### src/packet_deframer_crc32_check_core_defines.svh
// Assertion macros for the packet deframer block.
// Included by modules that carry concurrent checks; no other dependencies.
`ifndef PACKET_DEFRAMER_CRC32_CHECK_CORE_DEFINES_SVH
`define PACKET_DEFRAMER_CRC32_CHECK_CORE_DEFINES_SVH
`ifndef NO_ASSERTIONS
`define PDC_ASSERT_IMPL(label, ante, cons) \
    label: assert property (@(posedge clk) disable iff (!rst_n) (ante) |-> (cons)) \
        else $error("assertion failed");
`define PDC_ASSERT_NEXT(label, ante, cons) \
    label: assert property (@(posedge clk) disable iff (!rst_n) (ante) |=> (cons)) \
        else $error("assertion failed");
`else
`define PDC_ASSERT_IMPL(label, ante, cons)
`define PDC_ASSERT_NEXT(label, ante, cons)
`endif
`endif

### src/pdc_pkg.sv
// Shared types, constants and CRC function for the packet deframer.
// No dependencies.
`default_nettype none
package pdc_pkg;
    localparam int MAX_PAYLOAD_DEF = 512;
    localparam logic [31:0] CRC_PRESET = 32'hFFFF_FFFF;
    localparam logic [31:0] CRC_POLY = 32'hEDB8_8320;

    localparam logic [2:0] ST_OK = 3'd0;
    localparam logic [2:0] ST_SHORT = 3'd1;
    localparam logic [2:0] ST_HCRC = 3'd2;
    localparam logic [2:0] ST_PCRC = 3'd3;
    localparam logic [2:0] ST_LEN = 3'd4;

    // one result as it travels from the front part to the output stage
    typedef struct packed {
        logic        kind;
        logic [7:0]  data_byte;
        logic [2:0]  status;
        logic [1:0]  ptype;
        logic        truncated;
        logic [4:0]  window;
        logic [9:0]  payload_length;
        logic [7:0]  seqnum;
        logic [31:0] timestamp;
        logic [31:0] header_crc;
        logic [31:0] payload_crc;
    } result_t;

    function automatic logic [31:0] crc_byte(input logic [31:0] crc, input logic [7:0] b);
        logic [31:0] c;
        c = crc ^ {24'd0, b};
        for (int i = 0; i < 8; i++)
        begin
            c = c[0] ? ((c >> 1) ^ CRC_POLY) : (c >> 1);
        end
        return c;
    endfunction
endpackage
`default_nettype wire

### src/pdc_front.sv
// Front part: parses bytes, runs the CRC and forms one result per byte at most.
// Depends on pdc_pkg.
`default_nettype none
module pdc_front #(
    parameter int MAX_PAYLOAD = pdc_pkg::MAX_PAYLOAD_DEF
) (
    input  wire                  clk,
    input  wire                  rst_n,
    input  wire                  step,
    input  wire [7:0]            in_byte,
    input  wire                  in_last,
    input  wire [1:0]            data_type_code,
    output logic                 res_valid,
    output pdc_pkg::result_t     res
);
    import pdc_pkg::*;

    typedef enum logic [7:0] {
        PH_FIRST   = 8'b0000_0001,
        PH_LENGTH  = 8'b0000_0010,
        PH_SEQ     = 8'b0000_0100,
        PH_TIME    = 8'b0000_1000,
        PH_HCRC    = 8'b0001_0000,
        PH_PAYLOAD = 8'b0010_0000,
        PH_PCRC    = 8'b0100_0000,
        PH_SKIP    = 8'b1000_0000
    } phase_t;

    localparam int CW = $clog2(MAX_PAYLOAD + 1) > 2 ? $clog2(MAX_PAYLOAD + 1) : 2;

    phase_t phase_reg, phase_next;
    logic [CW-1:0] cnt_reg, cnt_next;
    logic [31:0] crc_reg, crc_next;
    logic [1:0]  typ_reg, typ_next;
    logic        trn_reg, trn_next;
    logic [4:0]  win_reg, win_next;
    logic [15:0] len_reg, len_next;
    logic [7:0]  seq_reg, seq_next;
    logic [31:0] ts_reg, ts_next, hc_reg, hc_next, pc_reg, pc_next;
    logic [31:0] crc_upd;
    logic        st_fire;
    logic [2:0]  st_code;
    logic        pay_fire;
    logic        more;

    assign crc_upd = crc_byte(crc_reg, in_byte);
    assign more = !trn_reg && (len_reg != 16'd0);

    // parse one byte
    always_comb
    begin
        phase_next = phase_reg;
        cnt_next = cnt_reg;
        crc_next = crc_reg;
        typ_next = typ_reg; trn_next = trn_reg; win_next = win_reg; len_next = len_reg;
        seq_next = seq_reg; ts_next = ts_reg; hc_next = hc_reg; pc_next = pc_reg;
        st_fire = 1'b0;
        st_code = ST_OK;
        pay_fire = 1'b0;
        case (phase_reg)
            PH_FIRST:
            begin
                typ_next = in_byte[7:6]; trn_next = in_byte[5]; win_next = in_byte[4:0];
                len_next = '0; seq_next = '0; ts_next = '0; hc_next = '0; pc_next = '0;
                crc_next = crc_byte(CRC_PRESET, in_byte & 8'hDF);
                cnt_next = '0;
                phase_next = (in_byte[7:6] == data_type_code) ? PH_LENGTH : PH_SEQ;
            end
            PH_LENGTH:
            begin
                crc_next = crc_upd;
                len_next = {len_reg[7:0], in_byte};
                cnt_next = cnt_reg + 1'b1;
                if (cnt_reg[0])
                begin
                    cnt_next = '0; phase_next = PH_SEQ;
                end
            end
            PH_SEQ:
            begin
                crc_next = crc_upd; seq_next = in_byte; cnt_next = '0; phase_next = PH_TIME;
            end
            PH_TIME:
            begin
                crc_next = crc_upd;
                ts_next[8*cnt_reg[1:0] +: 8] = in_byte;
                cnt_next = cnt_reg + 1'b1;
                if (cnt_reg[1:0] == 2'd3)
                begin
                    cnt_next = '0; phase_next = PH_HCRC;
                end
            end
            PH_HCRC:
            begin
                hc_next = {hc_reg[23:0], in_byte};
                cnt_next = cnt_reg + 1'b1;
                if (cnt_reg[1:0] == 2'd3)
                begin
                    cnt_next = '0;
                    if (~crc_reg != {hc_reg[23:0], in_byte})
                    begin
                        st_fire = 1'b1; st_code = ST_HCRC;
                    end
                    else if (32'(len_reg) > 32'(MAX_PAYLOAD))
                    begin
                        st_fire = 1'b1; st_code = ST_LEN;
                    end
                    else if (!more)
                    begin
                        st_fire = 1'b1; st_code = ST_OK;
                    end
                    else
                    begin
                        crc_next = CRC_PRESET; phase_next = PH_PAYLOAD;
                    end
                end
            end
            PH_PAYLOAD:
            begin
                crc_next = crc_upd;
                cnt_next = cnt_reg + 1'b1;
                if (32'(cnt_reg) + 32'd1 >= 32'(len_reg))
                begin
                    cnt_next = '0; phase_next = PH_PCRC;
                end
                pay_fire = !in_last;
            end
            PH_PCRC:
            begin
                pc_next = {pc_reg[23:0], in_byte};
                cnt_next = cnt_reg + 1'b1;
                if (cnt_reg[1:0] == 2'd3)
                begin
                    cnt_next = '0;
                    st_fire = 1'b1;
                    st_code = (~crc_reg == {pc_reg[23:0], in_byte}) ? ST_OK : ST_PCRC;
                end
            end
            PH_SKIP:
            begin
                if (in_last)
                begin
                    phase_next = PH_FIRST; cnt_next = '0;
                end
            end
            default:
            begin
                phase_next = PH_FIRST;
            end
        endcase
        if (phase_reg != PH_SKIP)
        begin
            if (st_fire)
            begin
                phase_next = in_last ? PH_FIRST : PH_SKIP; cnt_next = '0;
            end
            else if (in_last)
            begin
                st_fire = 1'b1; st_code = ST_SHORT; pay_fire = 1'b0;
                phase_next = PH_FIRST; cnt_next = '0;
            end
        end
    end

    // form the result from the updated fields
    always_comb
    begin
        res = '0;
        res_valid = step && (st_fire || pay_fire);
        if (st_fire)
        begin
            res.kind = 1'b1;
            res.status = st_code;
            res.ptype = typ_next;
            res.truncated = trn_next;
            res.window = win_next;
            res.payload_length = (len_next > 16'd1023) ? 10'd1023 : len_next[9:0];
            res.seqnum = seq_next;
            res.timestamp = ts_next;
            res.header_crc = hc_next;
            res.payload_crc = pc_next;
        end
        else
        begin
            res.data_byte = in_byte;
        end
    end

    // advance state on each accepted byte
    always_ff @(posedge clk or negedge rst_n)
    begin
        if (!rst_n)
        begin
            phase_reg <= PH_FIRST; cnt_reg <= '0; crc_reg <= CRC_PRESET;
            typ_reg <= '0; trn_reg <= 1'b0; win_reg <= '0; len_reg <= '0;
            seq_reg <= '0; ts_reg <= '0; hc_reg <= '0; pc_reg <= '0;
        end
        else if (step)
        begin
            phase_reg <= phase_next; cnt_reg <= cnt_next; crc_reg <= crc_next;
            typ_reg <= typ_next; trn_reg <= trn_next; win_reg <= win_next;
            len_reg <= len_next; seq_reg <= seq_next; ts_reg <= ts_next;
            hc_reg <= hc_next; pc_reg <= pc_next;
        end
    end
endmodule
`default_nettype wire

### src/pdc_queue.sv
// Two-entry result queue between the front part and the output port.
// Depends on pdc_pkg and the assertion macro header.
`default_nettype none
`include "packet_deframer_crc32_check_core_defines.svh"
module pdc_queue (
    input  wire                  clk,
    input  wire                  rst_n,
    input  wire                  push,
    input  pdc_pkg::result_t     push_data,
    output logic                 full,
    output logic                 out_valid,
    input  wire                  pop,
    output pdc_pkg::result_t     out_data
);
    import pdc_pkg::*;

    result_t     mem_reg [2];
    logic        wp_reg, rp_reg;
    logic [1:0]  cnt_reg;
    logic        do_pop;

    assign full = cnt_reg[1];
    assign out_valid = cnt_reg != 2'd0;
    assign out_data = mem_reg[rp_reg];
    assign do_pop = pop && out_valid;

    // hold queued results
    always_ff @(posedge clk)
    begin
        if (push)
        begin
            mem_reg[wp_reg] <= push_data;
        end
    end

    // advance pointers and count
    always_ff @(posedge clk or negedge rst_n)
    begin
        if (!rst_n)
        begin
            wp_reg <= 1'b0; rp_reg <= 1'b0; cnt_reg <= 2'd0;
        end
        else
        begin
            if (push) wp_reg <= ~wp_reg;
            if (do_pop) rp_reg <= ~rp_reg;
            cnt_reg <= cnt_reg + {1'b0, push} - {1'b0, do_pop};
        end
    end

    `PDC_ASSERT_IMPL(a_no_overflow, push, !full || do_pop)
    `PDC_ASSERT_IMPL(a_count_range, 1'b1, cnt_reg != 2'd3)
    `PDC_ASSERT_NEXT(a_empty_after, (cnt_reg == 2'd1) && do_pop && !push, !out_valid)
endmodule
`default_nettype wire

### src/packet_deframer_crc32_check_core.sv
// Top level of the packet deframer with header and payload CRC-32 checks.
// Depends on pdc_pkg, pdc_front and pdc_queue.
`default_nettype none
// One byte is taken per clock cycle, back to back, while in_stall is low; each
// byte yields at most one result (a payload byte or a closing status), which is
// registered in a two-entry queue. The parser's byte-wide CRC-32 update handles
// a whole byte at once. in_stall is high whenever the queue holds two results,
// which happens only after the output has been stalled; it drops the cycle
// after the output takes one. data_type_code is written through cfg_we/cfg_data.
module packet_deframer_crc32_check_core #(
    parameter int MAX_PAYLOAD = pdc_pkg::MAX_PAYLOAD_DEF
) (
    input  wire         clk,
    input  wire         rst_n,
    input  wire         cfg_we,
    input  wire [1:0]   cfg_data,
    input  wire         in_valid,
    output logic        in_stall,
    input  wire [7:0]   in_byte,
    input  wire         in_last,
    output logic        out_valid,
    input  wire         out_stall,
    output logic        kind,
    output logic [7:0]  data_byte,
    output logic [2:0]  status,
    output logic [1:0]  ptype,
    output logic        truncated,
    output logic [4:0]  window,
    output logic [9:0]  payload_length,
    output logic [7:0]  seqnum,
    output logic [31:0] timestamp,
    output logic [31:0] header_crc,
    output logic [31:0] payload_crc
);
    import pdc_pkg::*;

    logic [1:0] dtc_reg;
    logic       full, step, res_valid;
    result_t    res, q;

    // hold the configuration register
    always_ff @(posedge clk or negedge rst_n)
    begin
        if (!rst_n) dtc_reg <= 2'd1;
        else if (cfg_we) dtc_reg <= cfg_data;
    end

    assign in_stall = full;
    assign step = in_valid && !full;

    pdc_front #(.MAX_PAYLOAD(MAX_PAYLOAD)) u_front (
        .clk(clk), .rst_n(rst_n), .step(step), .in_byte(in_byte), .in_last(in_last),
        .data_type_code(dtc_reg), .res_valid(res_valid), .res(res)
    );

    pdc_queue u_queue (
        .clk(clk), .rst_n(rst_n), .push(res_valid), .push_data(res), .full(full),
        .out_valid(out_valid), .pop(!out_stall), .out_data(q)
    );

    assign kind = q.kind;
    assign data_byte = q.data_byte;
    assign status = q.status;
    assign ptype = q.ptype;
    assign truncated = q.truncated;
    assign window = q.window;
    assign payload_length = q.payload_length;
    assign seqnum = q.seqnum;
    assign timestamp = q.timestamp;
    assign header_crc = q.header_crc;
    assign payload_crc = q.payload_crc;
endmodule
`default_nettype wire
### config.mk
export PLATFORM = sky130hd
export DESIGN_NAME = packet_deframer_crc32_check_core
export DESIGN_NICKNAME = d
export VERILOG_FILES = /design/src/pdc_pkg.sv /design/src/pdc_front.sv /design/src/pdc_queue.sv /design/src/packet_deframer_crc32_check_core.sv
export VERILOG_INCLUDE_DIRS = /design/src /design/src/src
export SDC_FILE = /design/constraint.sdc
export NUM_CORES = 1
export LEC_CHECK = 0
export ABC_AREA = 1
export BUFFER_PORTS_ARGS = -buffer_cell sky130_fd_sc_hd__buf_2
export CAP_MARGIN = 15
export CORE_ASPECT_RATIO = 0.5
export CORE_MARGIN = 5
export CORE_UTILIZATION = 32
export CTS_CLUSTER_DIAMETER = 50
export CTS_CLUSTER_SIZE = 25
export DETAILED_ROUTE_END_ITERATION = 8
export PLACE_DENSITY_LB_ADDON = 0.05
export SETUP_SLACK_MARGIN = 0.02
export SYNTH_ARGS = -nofsm -noshare
export SYNTH_HDL_FRONTEND = slang
export SYNTH_HIERARCHICAL = 1
export SYNTH_SLANG_ARGS = --single-unit
### constraint.sdc
create_clock -name clk -period 11.86 [get_ports clk]
set_input_delay 2.372 -clock clk [delete_from_list [all_inputs] [get_ports clk]]
set_output_delay 2.372 -clock clk [all_outputs]
set_load 0.01 [all_outputs]
# Word-level counts from Yosys, hierarchy flattened
# Memories as Yosys holds them, arrays and structs flattened.
# Index checks and enable logic that the tools add are counted.
dict set report word_totals {
  reg_bits 184
  ram_bits 268
  input_bits 16
  out_inout_bits 136
  word_cells 160
  memories 1
}
# name depth width rd rd_clocked_by_memory_dff wr line_no
set memory_table {}
lappend memory_table {u_queue.mem_reg 2 134 1 0 1 pdc_queue.sv:17} ;# result_t mem_reg [2];
dict set report op_classes {
  add_sub_neg 5
  magnitude_cmp 3
  eq_ne 17
  shift 2
  n_mux 80
  n_bitwise 21
  reduce_logical 16
}
# op n
set op_table {}
lappend op_table {{$mux 32} 20}
lappend op_table {{$not 13->14} 16}
lappend op_table {{$pmux 32 s2} 3}
lappend op_table {{$mux 125} 1}
lappend op_table {{$mux 8} 13}
lappend op_table {{$pmux 32 s3} 1}
lappend op_table {{$mux 10} 8}
lappend op_table {{$pmux 8 s8} 1}
lappend op_table {{$pmux 10 s5} 1}
lappend op_table {{$neg 5->34} 1}
lappend op_table {{$shift 8x34->32 const A} 1}
lappend op_table {{$shiftx 8x34->32} 1}
lappend op_table {{$bwmux 32} 1}
lappend op_table {{$eq 32x32->1} 1}
lappend op_table {{$ge 32x16->1} 1}
lappend op_table {{$gt 16x10->1 const B} 2}
lappend op_table {{$ne 32x32->1} 1}
lappend op_table {{$not 32->32} 1}
lappend op_table {{$not 8->32} 1}
lappend op_table {{$pmux 16 s2} 1}
lappend op_table {{$xor 32x8->32} 1}
lappend op_table {{$mux 3} 8}
lappend op_table {{$mux 1} 16}
lappend op_table {{$pmux 8 s2} 1}
lappend op_table {{32 further kinds} 42}

# Depth between registers and ports, before layout
# Gate-level depths: netlist of the first run.
dict set report logic_depth {
  depth_word 18
  mapped_depth 19
  mapped_depth_nobuf 19
}

# Modules after synthesis
# The synthesis of the first run kept the hierarchy.
# mod n_inst cells_per_inst area_per_inst_um2 seq_area_each_um2
set by_module_without_submodules {}
lappend by_module_without_submodules {pdc_front 1 1925 13080.0 4495.6}
lappend by_module_without_submodules {pdc_queue 1 728 9978.3 8147.8}
lappend by_module_without_submodules {packet_deframer_crc32_check_core 1 12 88.8 51.3}

# Worst setup path before layout of the first run
# Ideal clock, no wire load.
dict set report synth_path {
  kind {input -> register}
  start {in in_byte[4]}
  end {mem u_queue/mem_reg[0][0] (netlist bit) (enable)}
  setup_ps 632
  arrival_time_ps 9377
  required_ps 11228
  setup_slack_ps 1851
  cell_stages 16
  n_path_buf 1
  cell_sequence {buf_2 -> xor2_2 -> ha_1 -> nand2_1 -> nor2_1 -> nand3_2 -> nor2_2 -> nand3_1 -> nand2_2 -> nand2_2 -> nor2_1 -> o21ai_0 -> nand2_1 -> inv_1 -> inv_1 -> nor2_1}
}
dict set report synth_between {
  elab_chain_len 10
  elab_cells_between_ends 12
  classes_between {eq/ne (1); mux (9); reduce/logical (2)}
}
# element line_no
set synth_lines {}
lappend synth_lines {{start, declared} packet_deframer_crc32_check_core.sv:19} ;# input wire [7:0] in_byte,
lappend synth_lines {{$ne 32x32->1 *} pdc_front.sv:100} ;# if (~crc_reg != {hc_reg[23:0], in_byte})
lappend synth_lines {{$mux 1 *} pdc_front.sv:100}
lappend synth_lines {{$mux 1 *} pdc_front.sv:97} ;# if (cnt_reg[1:0] == 2'd3)
lappend synth_lines {{$pmux 1 s2 *} pdc_front.sv:60} ;# case (phase_reg)
lappend synth_lines {{$mux 1} pdc_front.sv:153} ;# if (st_fire)
lappend synth_lines {{$mux 1} pdc_front.sv:151} ;# if (phase_reg != PH_SKIP)
lappend synth_lines {{$logic_or 1x1->1 *} pdc_front.sv:169} ;# res_valid = step && (st_fire || pay_fire);
lappend synth_lines {{$logic_and 1x1->1 *} pdc_front.sv:169}
lappend synth_lines {{net res_valid} packet_deframer_crc32_check_core.sv:38} ;# logic full, step, res_valid;
lappend synth_lines {{$mux 1 *} pdc_queue.sv:30} ;# if (push)
lappend synth_lines {{$mux 1 (not written as such) *} pdc_queue.sv:32} ;# mem_reg[wp_reg] <= push_data;
lappend synth_lines {{end, declared} pdc_queue.sv:17}
# The timed path passes the listed nets; every way through them passes the cells marked *.

# Worst setup path in the final report of the first run
dict set report layout_path {
  start {in in_byte[1]}
  end {mem u_queue/mem_reg[1][39] (netlist bit) (enable)}
}
# The elaborated chain is that of the path after synthesis.

==> results of run 1 <==
## worst min-delay path by stage
stage	startpoint	to	slack, ns	cells past startpoint
after CTS	dtc_reg[0]	dtc_reg[0]	0.48	2
after floorplan	dtc_reg[0]	dtc_reg[0]	0.45	2
after global placement	u_front/win_reg[3]	u_front/win_reg[3]	0.46	2
after detailed placement	u_front/win_reg[4]	u_front/win_reg[4]	0.47	2
final	dtc_reg[0]	dtc_reg[0]	0.48	2
after global routing	u_front/win_reg[1]	u_front/win_reg[1]	0.50	2
## power by group through the flow
stage                     logic [W]  clock network (W)  registers [W]
after floorplan             0.00154                  0        0.00205
after global placement      0.00225                  0        0.00213
after detailed placement    0.00224                  0        0.00213
after CTS                   0.00225            0.00152        0.00210
after global routing        0.00247            0.00158        0.00212
final                       0.00221            0.00147        0.00210
## kinds of logic after synthesis
logic type	Yosys count
buf+inv	486
compound gates	384
flops	452
xor+xnor	114
simple gates	1207
fa+ha+maj	22
## per-stage QoR
step,utilization [%],hold slack [ns]
2_1_floorplan,-,0.446
3_3_place_gp,34.5,0.461
3_5_place_dp,34.5,0.465
4_1_cts,36.5,0.477
5_1_grt,36.5,0.497
6_report,36.5,0.478
## cells in the mapped netlist (3+ instances only)
cell type,instances
a21oi_1,10
xor2_1,75
xnor2_1,32
o221ai_1,3
xor2_2,3
nand3_2,4
dfstp_2,34
edfxtp_1,268
buf_1,15
or2_2,7
nor3_1,6
o21ai_0,190
inv_2,100
nand2_2,88
buf_4,13
nand3_1,47
o22ai_1,119
a22oi_1,4
inv_1,253
clkbuf_1,46
dfrtp_1,150
o32ai_1,5
clkinv_1,5
nand2_1,926
buf_6,17
ha_1,22
o21ai_1,47
buf_2,36
nor2_2,5
nor2_1,109
nand4_1,10
## metal layers
| metal | vias to the layer above | part of all wire [%] | wire, um | GRT usage (%) |
|---|---|---|---|---|
| met4 | 0 | 1.4 | 993 | 2.98 |
| li1 | 8675 | - | - | - |
| met1 | 8474 | 50 | 36100 | 27.2 |
| met5 | - | 0 | 0 | 0 |
| met2 | 326 | 44 | 31600 | 28.0 |
| met3 | 61 | 4.7 | 3360 | 3.06 |
## worst max-delay path: stages
cell and delay [ns]:
buf_2 0.17, inv_2 0.32, nand2_1 0.09, nand2_1 0.46, nor2_2 0.09, nand3_2 0.10
nor2_2 0.06, nand3_1 0.12, nand2_2 0.08, nand2_2 0.09, nor2_1 0.07, o21ai_0 0.10
nand2_1 0.07, inv_1 0.13, nand2_1 0.13, inv_6 0.65, buf_4 0.76
## area by class of cell
class | count | area [sq um]
clock buffer | 49 | 1110
sequential | 452 | 12700
multi-input combinational | 1727 | 8430
clock inverter | 28 | 342
tap | 958 | 1200
timing repair buffer | 172 | 922
inverter | 359 | 1360
fill | 7452 | 45300
==> out/summary.txt, run 1 <==
Status: completed
Critical path origin: in_byte[1]
CTS tree: done
CTS clock-pin slew for the worst setup and hold paths: 0.07 ns
Vias in the first global route: 16800
Period utilization: 48.9%
#FFs+latches synth: 452
Placed Instances: 3668
Simple-gate portion of the synthesized area: 21.3%
Post-synthesis cell count: 2665
Remaining Overflow, GRT: 0
DRT Pass-1 Iters: 5
Worst Clk Skew: 0.0252 ns
Iteration-0 DRC Markers: 1264
Sequential area share after synthesis: 54.8%
Data required, critical path: 12.08 ns
Pleak: 11.8 nW
Synth Area in Compound Gates: 9.18%
Drt drc: 0
Pwr Total: 0.00578 W
Most frequent cells in the layout: nand2_1, edfxtp_1, inv_1, o21ai_0, buf_2
Final Cell Area: 26100 sq um
Top cell type's share of synthesized area: 34.8%
Psw: 0.00243 W
CP max FO: 78
Total CTS buffers: 42
Synthesis-to-finish area growth: 12.6%
Main combinational cell family by area after synthesis: simple AND/OR/NAND/NOR gates
Crit. End Element: flip-flop
Max IR drop VDD: 0.0927 mV
Post-synth EDFFs: 268
Ys flop type: edfxtp_1
Final hold violation count: 0
Cell taking the most area after synthesis: edfxtp_1
Distinct cells, synth: 45
Area of the die: 78100 sq um
Main area contributors after synthesis: edfxtp_1, dfrtp_1, nand2_1, o21ai_0, inv_1
Worst skew pair latency: 0.60 ns
IO Port Bufs: 151
Power Dens Cells: 222 nW/um^2
CP arrival: 6.02 ns
Hold Crit Class: flip-flop to flip-flop
Initial Utilization: 32.5%
Sequential Power Share: 36.3%
Switching Share: 42.0%
DR WL/cell: 19.2 um
FP Rows: 69
Least-Margin Pin Slew: 1.11 ns
Initial antenna violation count: 0
Die X: 390 um
Clock power share: 25.4%
Max Freq: 172 MHz
Routability Congestion: 0.856
Share of cells above drive strength 1: 17.8%
Post-Syn Area: 23100 sq um
Setup violators final: 0
Setup Fix Bufs, Post-CTS: 0
Startpoint Class: input port
Clk sinks: 452
Post-DP HPWL: 47.7 mm
Ys Warns: 6
Pint: 0.00335 W
RSZ-0062 raised after global routing: false
Comb pwr share: 38.2%
Worst setup slack after placement: 5.41 ns
Clk buf depth: 3
Net count, final: 2792
Mux cell area share after synthesis: 0%
Core Region: 71300 sq um
Setup slack, reg-to-reg: 7.33 ns
H-tree depth: 2
Reg2reg start: u_front/phase_reg[1]
Async SR Flop Fraction: 40.7%
Adder-Cell Fraction of Synth Area: 1.19%
Syn Area/Cell: 8.69 sq um
Xor and xnor fraction of the mapped netlist area: 4.64%
Largest register FFs: 268
Most common cell after layout, fill and taps aside: nand2_1
Worst Setup EP: u_queue/mem_reg[1][39]
Post-Layout Cell Count: 3745
Post-Syn Nets: 2703
Vias: 17500
R2r endpoint: u_queue/mem_reg[1][39]
Routed Antenna Nets: 0
R2r worst-path depth: 14
Slew HR: 26.3%
Antenna fix cells: 0
Placed cell area: 24600 sq um
Tmin final: 5.80 ns
WL final: 72.0 mm
Final setup margin: 6.06 ns
Ports: 152
Max_cap viols: 0
Root Buffer: clkbuf_16
Setup TNS: 0 ns
Largest net degree at the start of global routing: 123
Hold Buf Count CTS: 0
Die Span Y: 200 um
GRT Overall Usage: 18.1%
Final slew viol count: 0
Post-CTS Resized: 0
Setup CP Type: input port to flip-flop
First-pass GRT wire length: 109 mm
Drt via density: 4.68
(Power assumes the default switching activity.)
==> inputs of run 2 (changes only) <==
==> constraint.sdc (replaced) <==
create_clock -name clk -period 5.8 [get_ports clk]
set_input_delay 1.16 -clock clk [delete_from_list [all_inputs] [get_ports clk]]
set_output_delay 1.16 -clock clk [all_outputs]
set_load 0.01 [all_outputs]
==> run 2 against run 1 <==
  * Clock power is 100% higher
  * Global-route usage decreased by 0.11 points
  * Flip-flop and latch count is the same
  * Critical endpoint is now timestamp[27]
  * Clock-buffer cell count shrank 5
  * Cell count is essentially flat
  * Non-clock buffer count grew 3
  * Highest routed layer unchanged
  * Design area is 0.31% higher
  * Die area stayed put
==> out/summary.txt, run 2 (same netlist as run 1, synthesis figures left out) <==
Share of cells above drive strength 1: 17.8% (about the same)
Clk buf depth: 3 (unchanged)
Vias: 17500 (-0.21%)
Area of the die: 78100 sq um (unchanged)
GRT Overall Usage: 18.0% (-0.11 points)
Tmin final: 3.96 ns
Total CTS buffers: 42 (unchanged)
Setup TNS: 0 ns (unchanged)
CP max FO: 57 (-27%)
Worst Clk Skew: 0.0327 ns (+0.00746 ns)
CP Cell Sequence: inv_4 -> buf_12 -> nand2_1 -> nand2_1 -> buf_2
Hold Crit Class: flip-flop to flip-flop
Remaining Overflow, GRT: 0 (unchanged)
Period utilization: 68.2%
Crit-path leading delay family: buffers and inverters
Multi-input logic area: 8430 sq um (unchanged)
Routability Congestion: 0.850 (-0.74%)
First-pass GRT wire length: 109 mm (-0.16%)
CP most frequent cell: nand2_1
FF/Latch Area: 12700 sq um (unchanged)
Antenna fix cells: 0 (unchanged)
Final hold violation count: 0 (unchanged)
Setup Fix Bufs, Post-CTS: 0 (unchanged)
Data required, critical path: 4.64 ns (-7.44 ns)
IO Port Bufs: 151 (unchanged)
Least-Margin Pin Slew: 0.947 ns (-0.158 ns)
Power Dens Cells: 451 nW/um^2 (+100%)
Routed Antenna Nets: 0 (unchanged)
Clk sinks: 452 (unchanged)
Post-DP HPWL: 47.3 mm (-0.69%)
Hold Buf Count CTS: 0 (unchanged)
Slew HR: 36.8% (+11 points)
Drt drc: 0 (unchanged)
Placed Instances: 3671 (+0.082%)
RSZ-0062 raised after global routing: false
Drt via density: 4.67 (-0.29%)
Setup CP Type: flip-flop to primary output
Die Span Y: 200 um (unchanged)
DRT Pass-1 Iters: 5 (unchanged)
Ports: 152 (unchanged)
Die X: 390 um (unchanged)
Max Freq: 253 MHz
Initial Utilization: 32.5% (unchanged)
Core Region: 71300 sq um (unchanged)
H-tree depth: 2 (unchanged)
Max_cap viols: 0 (unchanged)
DR WL/cell: 19.0 um (-1.4%)
CP arrival: 2.80 ns (-3.22 ns)
WL final: 71.1 mm (-1.3%)
Iteration-0 DRC Markers: 1259 (-0.40%)
Root Buffer: clkbuf_16
Post-CTS Resized: 0 (unchanged)
Status: completed
Worst skew pair latency: 0.60 ns (about the same)
Setup slack, reg-to-reg: 2.03 ns (-5.30 ns)
Most frequent cells in the layout: nand2_1, edfxtp_1, inv_1, o21ai_0, buf_2
CTS tree: done
Net count, final: 2795 (+0.11%)
Synthesis-to-finish area growth: 12.9%
Vias in the first global route: 17000 (+1.7%)
Final hold slack: 0.484 ns (+0.00584 ns)
Critical Path Max Stage Delay: 0.67 ns (-0.09 ns)
CTS clock-pin slew for the worst setup and hold paths: 0.08 ns (about the same)
Largest net degree at the start of global routing: 110 (-11%)
Largest register FFs: 268 (unchanged)
Post-Layout Cell Count: 3748 (+0.080%)
Pleak: 11.8 nW (+0.26%)
Max IR drop VDD: 0.190 mV (+110%)
WP buf/inv: 3 (-2)
Final slew viol count: 0 (unchanged)
Initial antenna violation count: 0 (unchanged)
Startpoint Class: flip-flop
CP max stage cell: dfrtp_4
Crit. End Element: primary output
Most common cell after layout, fill and taps aside: nand2_1
Setup violators final: 0 (unchanged)
FP Rows: 69 (unchanged)
Fillers: 7461 (+0.12%)
==> run 2: through the flow <==
stage	area (sq um)	power [W]	utilization (%)	setup slack [ns]
after CTS	26100	0.0120	36.7	1.80
after floorplan	23200	0.00733	-	0.153
after global placement	24700	0.00899	34.6	1.37
final	26100	0.0118	36.7	1.84
after global routing	26100	0.0126	36.7	1.69
after detailed placement	24700	0.00895	34.6	1.31
==> run 2: where the power goes <==
part           switching [W]  internal, W
Sequential          0.000369      0.00392
Clock                0.00139      0.00158
Combinational        0.00315      0.00138
Total                0.00491      0.00688
==> run 2: path summary, 6_finish.rpt <==
kind,from,endpoint,depth (start not counted)
setup / recovery,u_queue/rp_reg,timestamp[27],5
hold reg to reg,u_front/win_reg[1],u_front/win_reg[1],2
max in group asynchronous,rst_n,u_front/seq_reg[0],2
min in group asynchronous,rst_n,u_front/hc_reg[6],1
hold / removal,u_front/win_reg[1],u_front/win_reg[1],2
setup reg to reg,u_front/cnt_reg[0],u_front/cnt_reg[3],15
==> run 2: cell type report <==
class / count / share of cell area, %
Clock inverter: 33 / 1.40
Timing Repair Buffer: 175 / 3.85
Clock buffer: 44 / 4.13
Tap cell: 958 / 4.59
Inverter: 359 / 5.18
Multi-Input combinational cell: 1727 / 32.3
Sequential cell: 452 / 48.6
==> run 2: layer usage <==
layer | global-route usage, % | vias to the layer above | wire length [um]
met5 | 0 | - | 0
met4 | 3.50 | 0 | 1180
met3 | 2.63 | 78 | 2930
met2 | 27.7 | 264 | 31000
met1 | 27.1 | 8468 | 36000
li1 | - | 8689 | -
==> run 2: tightest hold or removal path: cells and delay by family, from the launching register on <==
| kind | cells | cell delay [ns] |
|---|---|---|
| flip-flops | 1 | 0.35 |
| AND/OR/NAND/NOR | 2 | 0.11 |
